### src/hdl/kms_pkg.sv
// Shared types, constants and the scan-order table for the key matrix scanner.
// No dependencies; every other file in hdl/ imports this package.
package kms_pkg;

  // Matrix geometry
  localparam int COLUMNS         = 8;
  localparam int COL_W           = $clog2(COLUMNS);
  localparam int LINES           = 32;
  localparam int LINE_W          = $clog2(LINES);
  localparam int LINES_PER_MAN   = 8;
  localparam int KEYS_PER_MANUAL = 64;
  localparam int KEY_W           = $clog2(KEYS_PER_MANUAL);

  // Manual whose keys run along the column instead of across it (manual 3)
  localparam logic [1:0] MAN_COLWISE = 2'd2;

  // Event kinds
  localparam logic [1:0] EV_NOTE_OFF = 2'd0;
  localparam logic [1:0] EV_NOTE_ON  = 2'd1;
  localparam logic [1:0] EV_CC       = 2'd2;

  // Register indexes
  localparam logic [2:0] REG_BASE_NOTE  = 3'd0;
  localparam logic [2:0] REG_ON_VEL     = 3'd1;
  localparam logic [2:0] REG_CC_NUMBER  = 3'd2;
  localparam logic [2:0] REG_CC_CHANNEL = 3'd3;
  localparam logic [2:0] REG_DEADBAND   = 3'd4;

  // Register reset values
  localparam logic [6:0] RST_BASE_NOTE  = 7'd36;
  localparam logic [6:0] RST_ON_VEL     = 7'd100;
  localparam logic [6:0] RST_CC_NUMBER  = 7'd16;
  localparam logic [4:0] RST_CC_CHANNEL = 5'd1;
  localparam logic [9:0] RST_DEADBAND   = 10'd5;

  // Settings used by the event builder
  typedef struct packed {
    logic [6:0] base_note;
    logic [6:0] on_velocity;
    logic [6:0] cc_number;
    logic [4:0] cc_channel;
  } cfg_t;

  // One queued scan step; mask and level are in emission order
  typedef struct packed {
    logic [COL_W-1:0] col;
    logic [LINES-1:0] mask;
    logic [LINES-1:0] level;
    logic             pedal_evt;
    logic [6:0]       cc_value;
  } q_entry_t;

  // For each column: data line emitted at each slot of the sorted order
  typedef logic [COLUMNS-1:0][LINES-1:0][LINE_W-1:0] line_tab_t;

  // Sort key of one data line: key index first, then manual
  function automatic int sort_key(int c, int n);
    int m;
    int k;
    int key;
    m   = n / LINES_PER_MAN;
    k   = n % LINES_PER_MAN;
    key = (m == int'(MAN_COLWISE)) ? LINES_PER_MAN * c + k : c + LINES_PER_MAN * k;
    return key * 4 + m;
  endfunction

  // Rank every line under the sort key, per column
  function automatic line_tab_t build_line_tab();
    line_tab_t t;
    int        rank;
    int        sa;
    t = '0;
    for (int c = 0; c < COLUMNS; c++) begin
      for (int n = 0; n < LINES; n++) begin
        sa   = sort_key(c, n);
        rank = 0;
        for (int n2 = 0; n2 < LINES; n2++) begin
          if (sort_key(c, n2) < sa) rank++;
        end
        t[c][rank] = LINE_W'(n);
      end
    end
    return t;
  endfunction

  localparam line_tab_t LINE_TAB = build_line_tab();

endpackage

### src/hdl/kms_if.sv
// Valid/ready channel interfaces for scan steps in and note events out.
// Depends on kms_pkg for field widths.
interface kms_in_if
  import kms_pkg::*;
  ();
  logic             valid;
  logic             ready;
  logic [COL_W-1:0] column;
  logic [LINES-1:0] row_bits;
  logic [9:0]       pedal_sample;

  modport source(output valid, output column, output row_bits, output pedal_sample,
                 input ready);
  modport sink(input valid, input column, input row_bits, input pedal_sample,
               output ready);
endinterface

interface kms_out_if;
  logic       valid;
  logic       ready;
  logic [1:0] event_kind;
  logic [4:0] channel;
  logic [6:0] number;
  logic [6:0] value;
  logic       last;

  modport source(output valid, output event_kind, output channel, output number,
                 output value, output last, input ready);
  modport sink(input valid, input event_kind, input channel, input number,
               input value, input last, output ready);
endinterface

### src/hdl/kms_front.sv
// Front end: takes scan steps, compares them to the key store and the pedal,
// and queues the changes in emission order. Depends on kms_pkg and kms_if.
module kms_front
  import kms_pkg::*;
#(
  parameter int MANUALS = 4
) (
  input  logic           clk,
  input  logic           rst_n,
  kms_in_if.sink         in_ch,
  input  logic [9:0]     deadband,
  input  logic           q_full,
  output logic           q_push,
  output q_entry_t       q_data
);

  localparam int ROW_W = LINES_PER_MAN * MANUALS;

  // Key store: one row per column, one bit per present data line
  logic [ROW_W-1:0] key_row_r [COLUMNS];
  logic [9:0]       last_pedal_r;

  logic             accept;
  logic [ROW_W-1:0] old_row;
  logic [ROW_W-1:0] new_row;
  logic [LINES-1:0] chg;
  logic [LINES-1:0] rows_ext;
  logic [9:0]       pdiff;
  logic             pedal_evt;

  assign in_ch.ready = !q_full;
  assign accept      = in_ch.valid && !q_full;

  // Compare against stored levels
  assign old_row  = key_row_r[in_ch.column];
  assign new_row  = in_ch.row_bits[ROW_W-1:0];
  assign chg      = LINES'(old_row ^ new_row);
  assign rows_ext = LINES'(new_row);

  // Pedal moves only count beyond the deadband
  assign pdiff     = (in_ch.pedal_sample >= last_pedal_r) ?
                     in_ch.pedal_sample - last_pedal_r :
                     last_pedal_r - in_ch.pedal_sample;
  assign pedal_evt = pdiff > deadband;

  // Reorder changes into key/manual order for this column
  always_comb begin
    q_data.col       = in_ch.column;
    q_data.pedal_evt = pedal_evt;
    q_data.cc_value  = in_ch.pedal_sample[9:3];
    for (int s = 0; s < LINES; s++) begin
      q_data.mask[s]  = chg[LINE_TAB[in_ch.column][s]];
      q_data.level[s] = rows_ext[LINE_TAB[in_ch.column][s]];
    end
  end

  // Queue only steps that produce at least one event
  assign q_push = accept && ((|chg) || pedal_evt);

  // Update stored state on every accepted step
  always_ff @(posedge clk) begin
    if (!rst_n) begin
      for (int c = 0; c < COLUMNS; c++) key_row_r[c] <= '0;
      last_pedal_r <= '0;
    end else if (accept) begin
      key_row_r[in_ch.column] <= new_row;
      if (pedal_evt) last_pedal_r <= in_ch.pedal_sample;
    end
  end

endmodule

### src/hdl/kms_fifo.sv
// Two-entry queue between the front end and the event builder.
// Depends on kms_pkg for the entry type.
module kms_fifo
  import kms_pkg::*;
(
  input  logic     clk,
  input  logic     rst_n,
  input  logic     push,
  input  q_entry_t push_data,
  output logic     full,
  input  logic     pop,
  output logic     head_valid,
  output q_entry_t head
);

  localparam int DEPTH = 2;
  localparam int PTR_W = $clog2(DEPTH);

  q_entry_t         mem_r [DEPTH];
  logic [PTR_W-1:0] wr_ptr_r;
  logic [PTR_W-1:0] rd_ptr_r;
  logic [PTR_W:0]   count_r;

  assign full       = count_r == (PTR_W+1)'(DEPTH);
  assign head_valid = count_r != '0;
  assign head       = mem_r[rd_ptr_r];

  // Write entries
  always_ff @(posedge clk) begin
    if (push && !full) mem_r[wr_ptr_r] <= push_data;
  end

  // Advance pointers and occupancy
  always_ff @(posedge clk) begin
    if (!rst_n) begin
      wr_ptr_r <= '0;
      rd_ptr_r <= '0;
      count_r  <= '0;
    end else begin
      if (push && !full) wr_ptr_r <= wr_ptr_r + 1'b1;
      if (pop && head_valid) rd_ptr_r <= rd_ptr_r + 1'b1;
      unique case ({push && !full, pop && head_valid})
        2'b10:   count_r <= count_r + 1'b1;
        2'b01:   count_r <= count_r - 1'b1;
        default: count_r <= count_r;
      endcase
    end
  end

endmodule

### src/hdl/kms_back.sv
// Event builder: walks one queued step, one event per cycle while the output
// is taken, into an output register. Depends on kms_pkg and kms_if.
module kms_back
  import kms_pkg::*;
(
  input  logic     clk,
  input  logic     rst_n,
  input  cfg_t     cfg,
  input  logic     head_valid,
  input  q_entry_t head,
  output logic     pop,
  kms_out_if.source out_ch
);

  logic     busy_r, busy_nxt;
  q_entry_t cur_r, cur_nxt;

  logic       out_valid_r, out_valid_nxt;
  logic [1:0] kind_r, kind_nxt;
  logic [4:0] chan_r, chan_nxt;
  logic [6:0] num_r, num_nxt;
  logic [6:0] val_r, val_nxt;
  logic       last_r, last_nxt;

  logic              can_emit;
  logic [LINE_W-1:0] slot;
  logic [LINE_W-1:0] line;
  logic [1:0]        man;
  logic [2:0]        kbit;
  logic [KEY_W-1:0]  key;
  logic [LINES-1:0]  rem;
  logic              lvl;

  assign can_emit = !out_valid_r || out_ch.ready;
  assign pop      = !busy_r && head_valid;

  // Lowest pending slot
  always_comb begin
    slot = '0;
    for (int i = LINES - 1; i >= 0; i--) begin
      if (cur_r.mask[i]) slot = LINE_W'(i);
    end
  end

  // Map slot to manual and key index
  assign line = LINE_TAB[cur_r.col][slot];
  assign man  = line[4:3];
  assign kbit = line[2:0];
  assign key  = (man == MAN_COLWISE) ? {cur_r.col, kbit} : {kbit, cur_r.col};
  assign rem  = cur_r.mask & ~(LINES'(1) << slot);
  assign lvl  = cur_r.level[slot];

  // Load, emit, finish
  always_comb begin
    busy_nxt      = busy_r;
    cur_nxt       = cur_r;
    out_valid_nxt = out_valid_r && !out_ch.ready;
    kind_nxt      = kind_r;
    chan_nxt      = chan_r;
    num_nxt       = num_r;
    val_nxt       = val_r;
    last_nxt      = last_r;
    if (pop) begin
      cur_nxt  = head;
      busy_nxt = 1'b1;
    end else if (busy_r && can_emit) begin
      out_valid_nxt = 1'b1;
      if (|cur_r.mask) begin
        kind_nxt     = lvl ? EV_NOTE_ON : EV_NOTE_OFF;
        chan_nxt     = 5'(man) + 5'd1;
        num_nxt      = cfg.base_note + 7'(key);
        val_nxt      = lvl ? cfg.on_velocity : 7'd0;
        last_nxt     = (rem == '0) && !cur_r.pedal_evt;
        cur_nxt.mask = rem;
        busy_nxt     = !last_nxt;
      end else begin
        kind_nxt = EV_CC;
        chan_nxt = cfg.cc_channel;
        num_nxt  = cfg.cc_number;
        val_nxt  = cur_r.cc_value;
        last_nxt = 1'b1;
        busy_nxt = 1'b0;
      end
    end
  end

  // Control state
  always_ff @(posedge clk) begin
    if (!rst_n) begin
      busy_r      <= 1'b0;
      out_valid_r <= 1'b0;
    end else begin
      busy_r      <= busy_nxt;
      out_valid_r <= out_valid_nxt;
    end
  end

  // Payload holds while stalled
  always_ff @(posedge clk) begin
    cur_r  <= cur_nxt;
    kind_r <= kind_nxt;
    chan_r <= chan_nxt;
    num_r  <= num_nxt;
    val_r  <= val_nxt;
    last_r <= last_nxt;
  end

  assign out_ch.valid      = out_valid_r;
  assign out_ch.event_kind = kind_r;
  assign out_ch.channel    = chan_r;
  assign out_ch.number     = num_r;
  assign out_ch.value      = val_r;
  assign out_ch.last       = last_r;

endmodule

### src/hdl/key_matrix_note_event_scanner.sv
// Key matrix scanner top: register port, front end, queue and event builder.
// Depends on kms_pkg, kms_if, kms_front, kms_fifo and kms_back.
//
// Each input item is one column of the 8 x 32 key matrix plus a pedal sample.
// The front end takes an item every cycle while its two-entry queue has room,
// updates the key store and pedal level at once, and queues the step only if
// it causes events. The event builder loads a queued step and then delivers
// one event per cycle while the output is taken; it loads the next step only
// once the current one is done, so it sets the sustained rate. Steps that
// cause no event never reach the queue or the event builder.
// Events come in ascending key index, manual order within a key, then the
// optional pedal control change; the final event of a step has last set.
// Registers sit at byte addresses 0, 4, 8, 12, 16; unused high bits read 0.
module key_matrix_note_event_scanner
  import kms_pkg::*;
#(
  parameter int MANUALS = 4
) (
  input  logic        clk,
  input  logic        rst_n,
  kms_in_if.sink      in_item,
  kms_out_if.source   out_item,
  input  logic        psel,
  input  logic        penable,
  input  logic        pwrite,
  input  logic [4:0]  paddr,
  input  logic [31:0] pwdata,
  output logic [31:0] prdata,
  output logic        pready
);

  logic [6:0] base_note_r;
  logic [6:0] on_vel_r;
  logic [6:0] cc_number_r;
  logic [4:0] cc_channel_r;
  logic [9:0] deadband_r;

  logic       wr_en;
  logic [2:0] reg_idx;
  cfg_t       cfg;

  logic     q_push;
  q_entry_t q_data;
  logic     q_full;
  logic     q_pop;
  logic     q_head_valid;
  q_entry_t q_head;

  assign pready  = 1'b1;
  assign wr_en   = psel && penable && pwrite;
  assign reg_idx = paddr[4:2];

  // Register writes
  always_ff @(posedge clk) begin
    if (!rst_n) begin
      base_note_r  <= RST_BASE_NOTE;
      on_vel_r     <= RST_ON_VEL;
      cc_number_r  <= RST_CC_NUMBER;
      cc_channel_r <= RST_CC_CHANNEL;
      deadband_r   <= RST_DEADBAND;
    end else if (wr_en) begin
      unique case (reg_idx)
        REG_BASE_NOTE:  base_note_r  <= pwdata[6:0];
        REG_ON_VEL:     on_vel_r     <= pwdata[6:0];
        REG_CC_NUMBER:  cc_number_r  <= pwdata[6:0];
        REG_CC_CHANNEL: cc_channel_r <= pwdata[4:0];
        REG_DEADBAND:   deadband_r   <= pwdata[9:0];
        default: ;
      endcase
    end
  end

  // Register reads
  always_comb begin
    unique case (reg_idx)
      REG_BASE_NOTE:  prdata = 32'(base_note_r);
      REG_ON_VEL:     prdata = 32'(on_vel_r);
      REG_CC_NUMBER:  prdata = 32'(cc_number_r);
      REG_CC_CHANNEL: prdata = 32'(cc_channel_r);
      REG_DEADBAND:   prdata = 32'(deadband_r);
      default:        prdata = '0;
    endcase
  end

  assign cfg.base_note   = base_note_r;
  assign cfg.on_velocity = on_vel_r;
  assign cfg.cc_number   = cc_number_r;
  assign cfg.cc_channel  = cc_channel_r;

  kms_front #(
    .MANUALS(MANUALS)
  ) u_front (
    .clk     (clk),
    .rst_n   (rst_n),
    .in_ch   (in_item),
    .deadband(deadband_r),
    .q_full  (q_full),
    .q_push  (q_push),
    .q_data  (q_data)
  );

  kms_fifo u_fifo (
    .clk       (clk),
    .rst_n     (rst_n),
    .push      (q_push),
    .push_data (q_data),
    .full      (q_full),
    .pop       (q_pop),
    .head_valid(q_head_valid),
    .head      (q_head)
  );

  kms_back u_back (
    .clk       (clk),
    .rst_n     (rst_n),
    .cfg       (cfg),
    .head_valid(q_head_valid),
    .head      (q_head),
    .pop       (q_pop),
    .out_ch    (out_item)
  );

endmodule
### src/flat_wrapper.sv
// flat-port wrapper written by rule: the top's interface ports become plain ports
module key_matrix_note_event_scanner_flat import kms_pkg::*;
#(
  parameter int MANUALS = 4
)
  (clk, rst_n, psel, penable, pwrite, paddr, pwdata, prdata, pready, in_item_valid, in_item_column, in_item_row_bits, in_item_pedal_sample, in_item_ready, out_item_valid, out_item_event_kind, out_item_channel, out_item_number, out_item_value, out_item_last, out_item_ready);
  kms_in_if in_item_i ();
  kms_out_if out_item_i ();
  input  logic clk;
  input  logic rst_n;
  input  logic psel;
  input  logic penable;
  input  logic pwrite;
  input  logic [4:0] paddr;
  input  logic [31:0] pwdata;
  output logic [31:0] prdata;
  output logic pready;
  input wire logic [$bits(in_item_i.valid)-1:0] in_item_valid;
  input wire logic [$bits(in_item_i.column)-1:0] in_item_column;
  input wire logic [$bits(in_item_i.row_bits)-1:0] in_item_row_bits;
  input wire logic [$bits(in_item_i.pedal_sample)-1:0] in_item_pedal_sample;
  output wire logic [$bits(in_item_i.ready)-1:0] in_item_ready;
  output wire logic [$bits(out_item_i.valid)-1:0] out_item_valid;
  output wire logic [$bits(out_item_i.event_kind)-1:0] out_item_event_kind;
  output wire logic [$bits(out_item_i.channel)-1:0] out_item_channel;
  output wire logic [$bits(out_item_i.number)-1:0] out_item_number;
  output wire logic [$bits(out_item_i.value)-1:0] out_item_value;
  output wire logic [$bits(out_item_i.last)-1:0] out_item_last;
  input wire logic [$bits(out_item_i.ready)-1:0] out_item_ready;
  assign in_item_i.valid = in_item_valid;
  assign in_item_i.column = in_item_column;
  assign in_item_i.row_bits = in_item_row_bits;
  assign in_item_i.pedal_sample = in_item_pedal_sample;
  assign in_item_ready = in_item_i.ready;
  assign out_item_valid = out_item_i.valid;
  assign out_item_event_kind = out_item_i.event_kind;
  assign out_item_channel = out_item_i.channel;
  assign out_item_number = out_item_i.number;
  assign out_item_value = out_item_i.value;
  assign out_item_last = out_item_i.last;
  assign out_item_i.ready = out_item_ready;
  key_matrix_note_event_scanner #(.MANUALS(MANUALS)) u_core (.clk(clk), .rst_n(rst_n), .in_item(in_item_i), .out_item(out_item_i), .psel(psel), .penable(penable), .pwrite(pwrite), .paddr(paddr), .pwdata(pwdata), .prdata(prdata), .pready(pready));
endmodule
### config.mk
export PLATFORM = sky130hd
export DESIGN_NAME = key_matrix_note_event_scanner_flat
export DESIGN_NICKNAME = d
export VERILOG_FILES = /design/src/hdl/kms_pkg.sv /design/src/hdl/kms_if.sv /design/src/hdl/kms_front.sv /design/src/hdl/kms_fifo.sv /design/src/hdl/kms_back.sv /design/src/hdl/key_matrix_note_event_scanner.sv /design/src/flat_wrapper.sv
export SDC_FILE = /design/constraint.sdc
export NUM_CORES = 1
export LEC_CHECK = 0
export BUFFER_PORTS_ARGS = -buffer_cell sky130_fd_sc_hd__buf_2
export CORE_ASPECT_RATIO = 1.5
export CORE_UTILIZATION = 42
export DETAILED_ROUTE_END_ITERATION = 7
export GPL_TIMING_DRIVEN = 0
export PLACE_DENSITY_LB_ADDON = 0.12
export SLEW_MARGIN = 0
export SYNTH_ARGS = -nofsm -noshare
export SYNTH_HDL_FRONTEND = slang
export SYNTH_SLANG_ARGS = --single-unit
### constraint.sdc
create_clock -name clk -period 11.8 [get_ports clk]
set_clock_uncertainty 0.15 [all_clocks]
set_input_delay 1.77 -clock clk [delete_from_list [all_inputs] [get_ports clk]]
set_output_delay 1.77 -clock clk [all_outputs]
set_load 0.1 [all_outputs]
Word level (Yosys, flattened, before mapping) --
Memory sizes are Yosys's and may differ from the RTL's. A register that Yosys moved wholly into a read port is not among the register bits. Index checks and enable logic that the tools add are counted.
Storage, ports and cells: memory bits (writable) 406, flip-flop bits (word level) 149, output and inout bits 57, logic and storage cells 313, memories kept 4, input bits 89, ROM bits 2560
Operators by class: shift-type cells 1, order comparisons 37, equal/unequal tests 8, add/sub/neg operators 8, reductions and logical operators 35, mux-type cells 195, bitwise logic cells 4
Memory list:
- (name not given) | words 8, bits a word 160, read ports 1, clocked after Yosys merged registers in 0, write ports 0, line kms_front.sv:53 | q_data.level[s] = rows_ext[LINE_TAB[in_ch.column][s]];
- (name not given) | words 8, bits a word 160, read ports 1, clocked after Yosys merged registers in 1, write ports 0, line kms_back.sv:46 | assign line = LINE_TAB[cur_r.col][slot];
- u_core.u_front.key_row_r | words 8, bits a word 32, read ports 1, clocked after Yosys merged registers in 0, write ports 8, line kms_front.sv:20 | logic [ROW_W-1:0] key_row_r [COLUMNS];
- u_core.u_fifo.mem_r | words 2, bits a word 75, read ports 1, clocked after Yosys merged registers in 1, write ports 1, line kms_fifo.sv:19 | q_entry_t mem_r [DEPTH];
Operator list (number):
- 1-bit binary-select mux with 5-bit select | 65
- 160-bit 2-to-1 mux | 2
- 5-bit by 6-bit less-than comparator with 1-bit output (second input constant) | 33
- 5-bit 2-to-1 mux | 34
- 32-bit 2-to-1 mux | 4
- 32-bit OR reduction | 3
- 1-bit 2-to-1 mux | 80
- 10-bit case mux with 5 select lines | 1
- 32-bit AND | 1
- 32-bit logical NOT | 1
- 32-bit inverter | 1
- 1-bit by 5-bit << shifter with 32-bit output (first input constant) | 1
- 32-bit XOR | 1
- 5-bit binary-select mux with 5-bit select | 1
- 7-bit 2-to-1 mux | 3
- 10-bit subtractor | 2
- 2-bit AND reduction | 8
- 10-bit >= comparator | 1
- 10-bit greater-than comparator | 1
- 1-bit logical AND | 10
- 10-bit 2-to-1 mux | 1
- 3-bit by 4-bit less-than comparator with 1-bit output (second input constant) | 2
- 2-bit nonzero test | 4
- 7-bit by 6-bit adder with 7-bit output | 1
- 16 further kinds | 27

Logic depth before layout (Yosys ltp) --
depth in word-level cells 41, mapped depth 28, gate-level depth less buffers 26

Modules after synthesis --
From an unflattened synthesis, not the netlist that was laid out.
Second synthesis, totals: cell total of the unflattened synthesis 3550, area, all modules 38863.5 um2
Modules (own cells, without submodules):
- kms_front | seq. area each 7887.6 um2, cells each 2327, area an instance 23216.0 um2, times used 1
- kms_back | seq. area each 4254.1 um2, cells each 759, area an instance 8070.2 um2, times used 1
- kms_fifo | seq. area each 4604.4 um2, cells each 259, area an instance 5640.4 um2, times used 1
- key_matrix_note_event_scanner | seq. area each 720.7 um2, cells each 205, area an instance 1936.9 um2, times used 1

Worst setup path after synthesis --
OpenSTA, ideal clock, no wires.
path kind input to register, from input port in_item_pedal_sample[0], to memory u_core.u_fifo.mem_r[0][0] (netlist name) (enable), stages 23, required time 11.140 ns, path buffers 1, slack 2.768 ns, setup time 0.510 ns, data arrival time 8.372 ns, path through inv_1 ha_1 inv_1 fa_1 a21o_1 nand3_1 a21boi_0 o221ai_1 a21oi_1 clkbuf_1 mux2i_1 o221ai_1 a31oi_1 xnor2_1 ha_1 nand4_1 nor2_1 o21ai_0 nand2_1 nor3_1 a31oi_1 o41ai_2 nor2_1
RTL lines:
- from (decl) | line flat_wrapper.sv:21 | input wire logic [$bits(in_item_i.pedal_sample)-1:0] in_item_pedal_sample;
- to (decl) | line kms_fifo.sv:19

==> impl_results.md <==
* Status: finished, violations left
* Synth Area in Compound Gates at 0.0995
* Yosys reg bits at 621
* Fmax achieved at 99.4 MHz
* CP endpoint kind: register
* Sequential Area at 0.0175 mm^2
* Main combinational cell family by area after synthesis: multiplexers
* Simple-Gate Fraction of Synth Area at 0.134
* Worst R2R Setup Slack at 4.62 ns
* Worst-Margin Slew at 1.65 ns
* Most frequent cell after synthesis: edfxtp_1
* PostCTS Resize Cnt at 0
* Post-CTS Hold Buffers at 0
* Number of antenna violations at the first check in global routing at 17
* Chip Height at 368 um
* Top cell type's share of synthesized area at 0.402
* Syn Area/Cell at 11.4 um^2
* Syn Inst Count at 3286
* Pre-CTS setup slack at 1.75 ns
* TritonCTS clock tree: yes
* Hold Crit Start: u_core.deadband_r[7]
* Final setup vio count at 0
* Leakage at 15.9 nW
* Filler Cells Inserted at 8050
* Adder-Cell Fraction of Synth Area at 0.0216
* Pin count of the biggest net entering global routing at 39
* Violated checks: capacitance limit, slew limit
* Setup tns final at 0 ns
* Critical Path RT at 11.93 ns
* Final worst slack at 1.74 ns
* Core area at 0.0880 mm^2
* Netlist cell types at 85
* Row cnt at 133
* Crit start category: input port
* Max Transition Viols Final at 22
* GRT Total Usage at 0.401
* Maximum VDD drop at 228 uV
* Post-synth top cells: 503 x edfxtp_1, 347 x nand2_1, 290 x clkbuf_1
* Min-Delay Path Class: register to register
* Number of synthesized flops with an enable pin at 503
* Share of cells above drive strength 1 at 0.174
* Drt via density at 6.63
* Top post-synthesis cells by area: edfxtp_1 40%, mux4_2 15%, dfxtp_1 6.3%
* DR vias at 31000
* Hold endpoint: u_core.deadband_r[7]
* Worst EP arrival at 10.19 ns
* Critical path fanouts, max at 12
* Tcrit/Tclk final at 0.852
* Seq/Total Area, Yosys at 0.465
* Fin. Hold Viols at 0
* First-pass GRT wire length at 248000 um
* Wirelength, routed at 181000 um
* Post-synth ARST share at 0
* Hold depth at 2
* Clock buffer depth at 3
* Post-DR wirelength/cell at 38.7 um
* Post-route ant nets at 0
* Relative slew slack at -0.132
* Worst hold slack at 0.346 ns
* Post-synthesis xor/xnor area fraction at 0.0128
* RSZ-0062 raised after global routing: false
* R2R Path Start: u_core.u_back.cur_r[51]
* Io pins at 146
* Post-route DRC at 0
* Fin crit period at 10.06 ns
* Number of global-route vias before repair at 31200
* Die W at 246 um
* Grt ovf at 0
* Worst reg2reg endpoint: u_core.u_back.out_ch.number[6]
* Setup bufs post-CTS at 0
* Crit Path Category: input port to register
* First drt pass iteration count at 5
* Area growth syn-to-layout at 11.8%
* Total CTS buffers at 60
* Max Cap Viol at 4
* Skew-Pair Late Insertion Delay at 0.68 ns
* Mux contribution to synthesized area at 0.218
* Clock net sink count at 621
* Root Driver: clkbuf_16
* Multi-input gate area at 0.0185 mm^2
* H-tree Lvls at 2
* Initial DRC Count at 2898
* PortBufs at 90
* Core Util, Final at 0.477
* Reg2reg path depth at 24
* Yosys Warn Count at 0
* Clock transition at path regs at 0.06 ns
* Post-DP HPWL at 136000 um
* Layout Nets at 3629
* Post-synth top area cell: edfxtp_1
* Gpl congestion at 1.03
* Synth Flop Type: edfxtp_1
* Synthesized area at 0.0375 mm^2
* Power Dens Cells at 212 mW/mm^2
* Die area at 0.0906 mm^2
* Initial Util at 0.426
## area by class of cell
cell class,count,area share
Antenna cell,9,0.000537
Timing Repair Buffer,108,0.0186
Clock inverter,38,0.00919
Multi-Input combinational cell,2232,0.440
Inverter,85,0.00760
Tap cell,1147,0.0342
Buffer,369,0.0362
Sequential cell,621,0.416
Clock buffer,73,0.0375
## worst max-delay path: stages
cell	delay [ns]
buf_2	0.22
inv_2	0.24
buf_1	0.83
clkbuf_1	0.75
clkbuf_1	0.92
clkbuf_1	0.57
buf_1	1.01
ha_1	0.30
clkbuf_1	0.42
clkbuf_1	0.59
clkbuf_1	1.13
mux4_2	0.43
mux4_2	0.48
nand2_1	0.08
nand2_1	0.35
## cells by family after synthesis
logic type,Yosys count
adder cells (fa/ha/maj),63
AND/OR/NAND/NOR,1018
AO/OA/AOI/OAI,577
XOR/XNOR,55
multiplexers,496
other,2
buffers and inverters,454
flip-flops,621
## stage by stage
stage / cells / power [mW] / area [um^2]
after floorplan: 3307 / 5.49 / 37600
after global placement: 4544 / 6.80 / 39500
after detailed placement: 4560 / 6.85 / 39900
after CTS: 4671 / 8.81 / 41900
after global routing: 4676 / 9.18 / 41900
final: 4682 / 8.88 / 42000
## report_power, final
group	total, mW	internal (mW)	switching [mW]
sequential	3.17	2.93	0.244
combinational	3.73	1.18	2.55
clock	1.97	1.08	0.885
## routing by layer
| metal | global-route usage | vias up | wire length [um] |
|---|---|---|---|
| met1 | 0.390 | 15400 | 55800 |
| li1 | - | 12800 | - |
| met4 | 0.394 | 10 | 21900 |
| met3 | 0.0915 | 817 | 13800 |
| met5 | 0 | - | 70 |
| met2 | 0.685 | 2058 | 89500 |
## worst max-delay path by stage
| stage | endpoint | slack (ns) | from |
|---|---|---|---|
| 2_1_floorplan | u_core.u_fifo.mem_r[0][0] | 2.77 | in_item_pedal_sample[0] |
| 3_3_place_gp | u_core.u_fifo.mem_r[0][34] | -0.08 | in_item_pedal_sample[0] |
| 3_5_place_dp | u_core.u_fifo.mem_r[0][19] | 1.75 | in_item_column[2] |
| 4_1_cts | u_core.u_fifo.mem_r[0][19] | 2.44 | in_item_column[2] |
| 5_1_grt | u_core.u_fifo.mem_r[0][19] | 1.99 | in_item_column[2] |
| 6_report | u_core.u_fifo.mem_r[0][19] | 1.74 | in_item_column[2] |
## cell usage in the layout, fill, tap and decap left out, drive strengths merged, types with 48 or more instances in the layout
master	synthesis	layout
inv	84	89
nand2	349	349
mux2i	175	175
edfxtp	503	503
ha	60	60
a211oi	48	48
buf	79	185
mux2	72	72
o21ai	137	137
and3	265	265
nor2	172	172
a21oi	141	141
nand3	57	57
dfxtp	118	118
mux4	249	249
clkbuf	290	365
No activity file was read; power rests on OpenSTA's default activity.
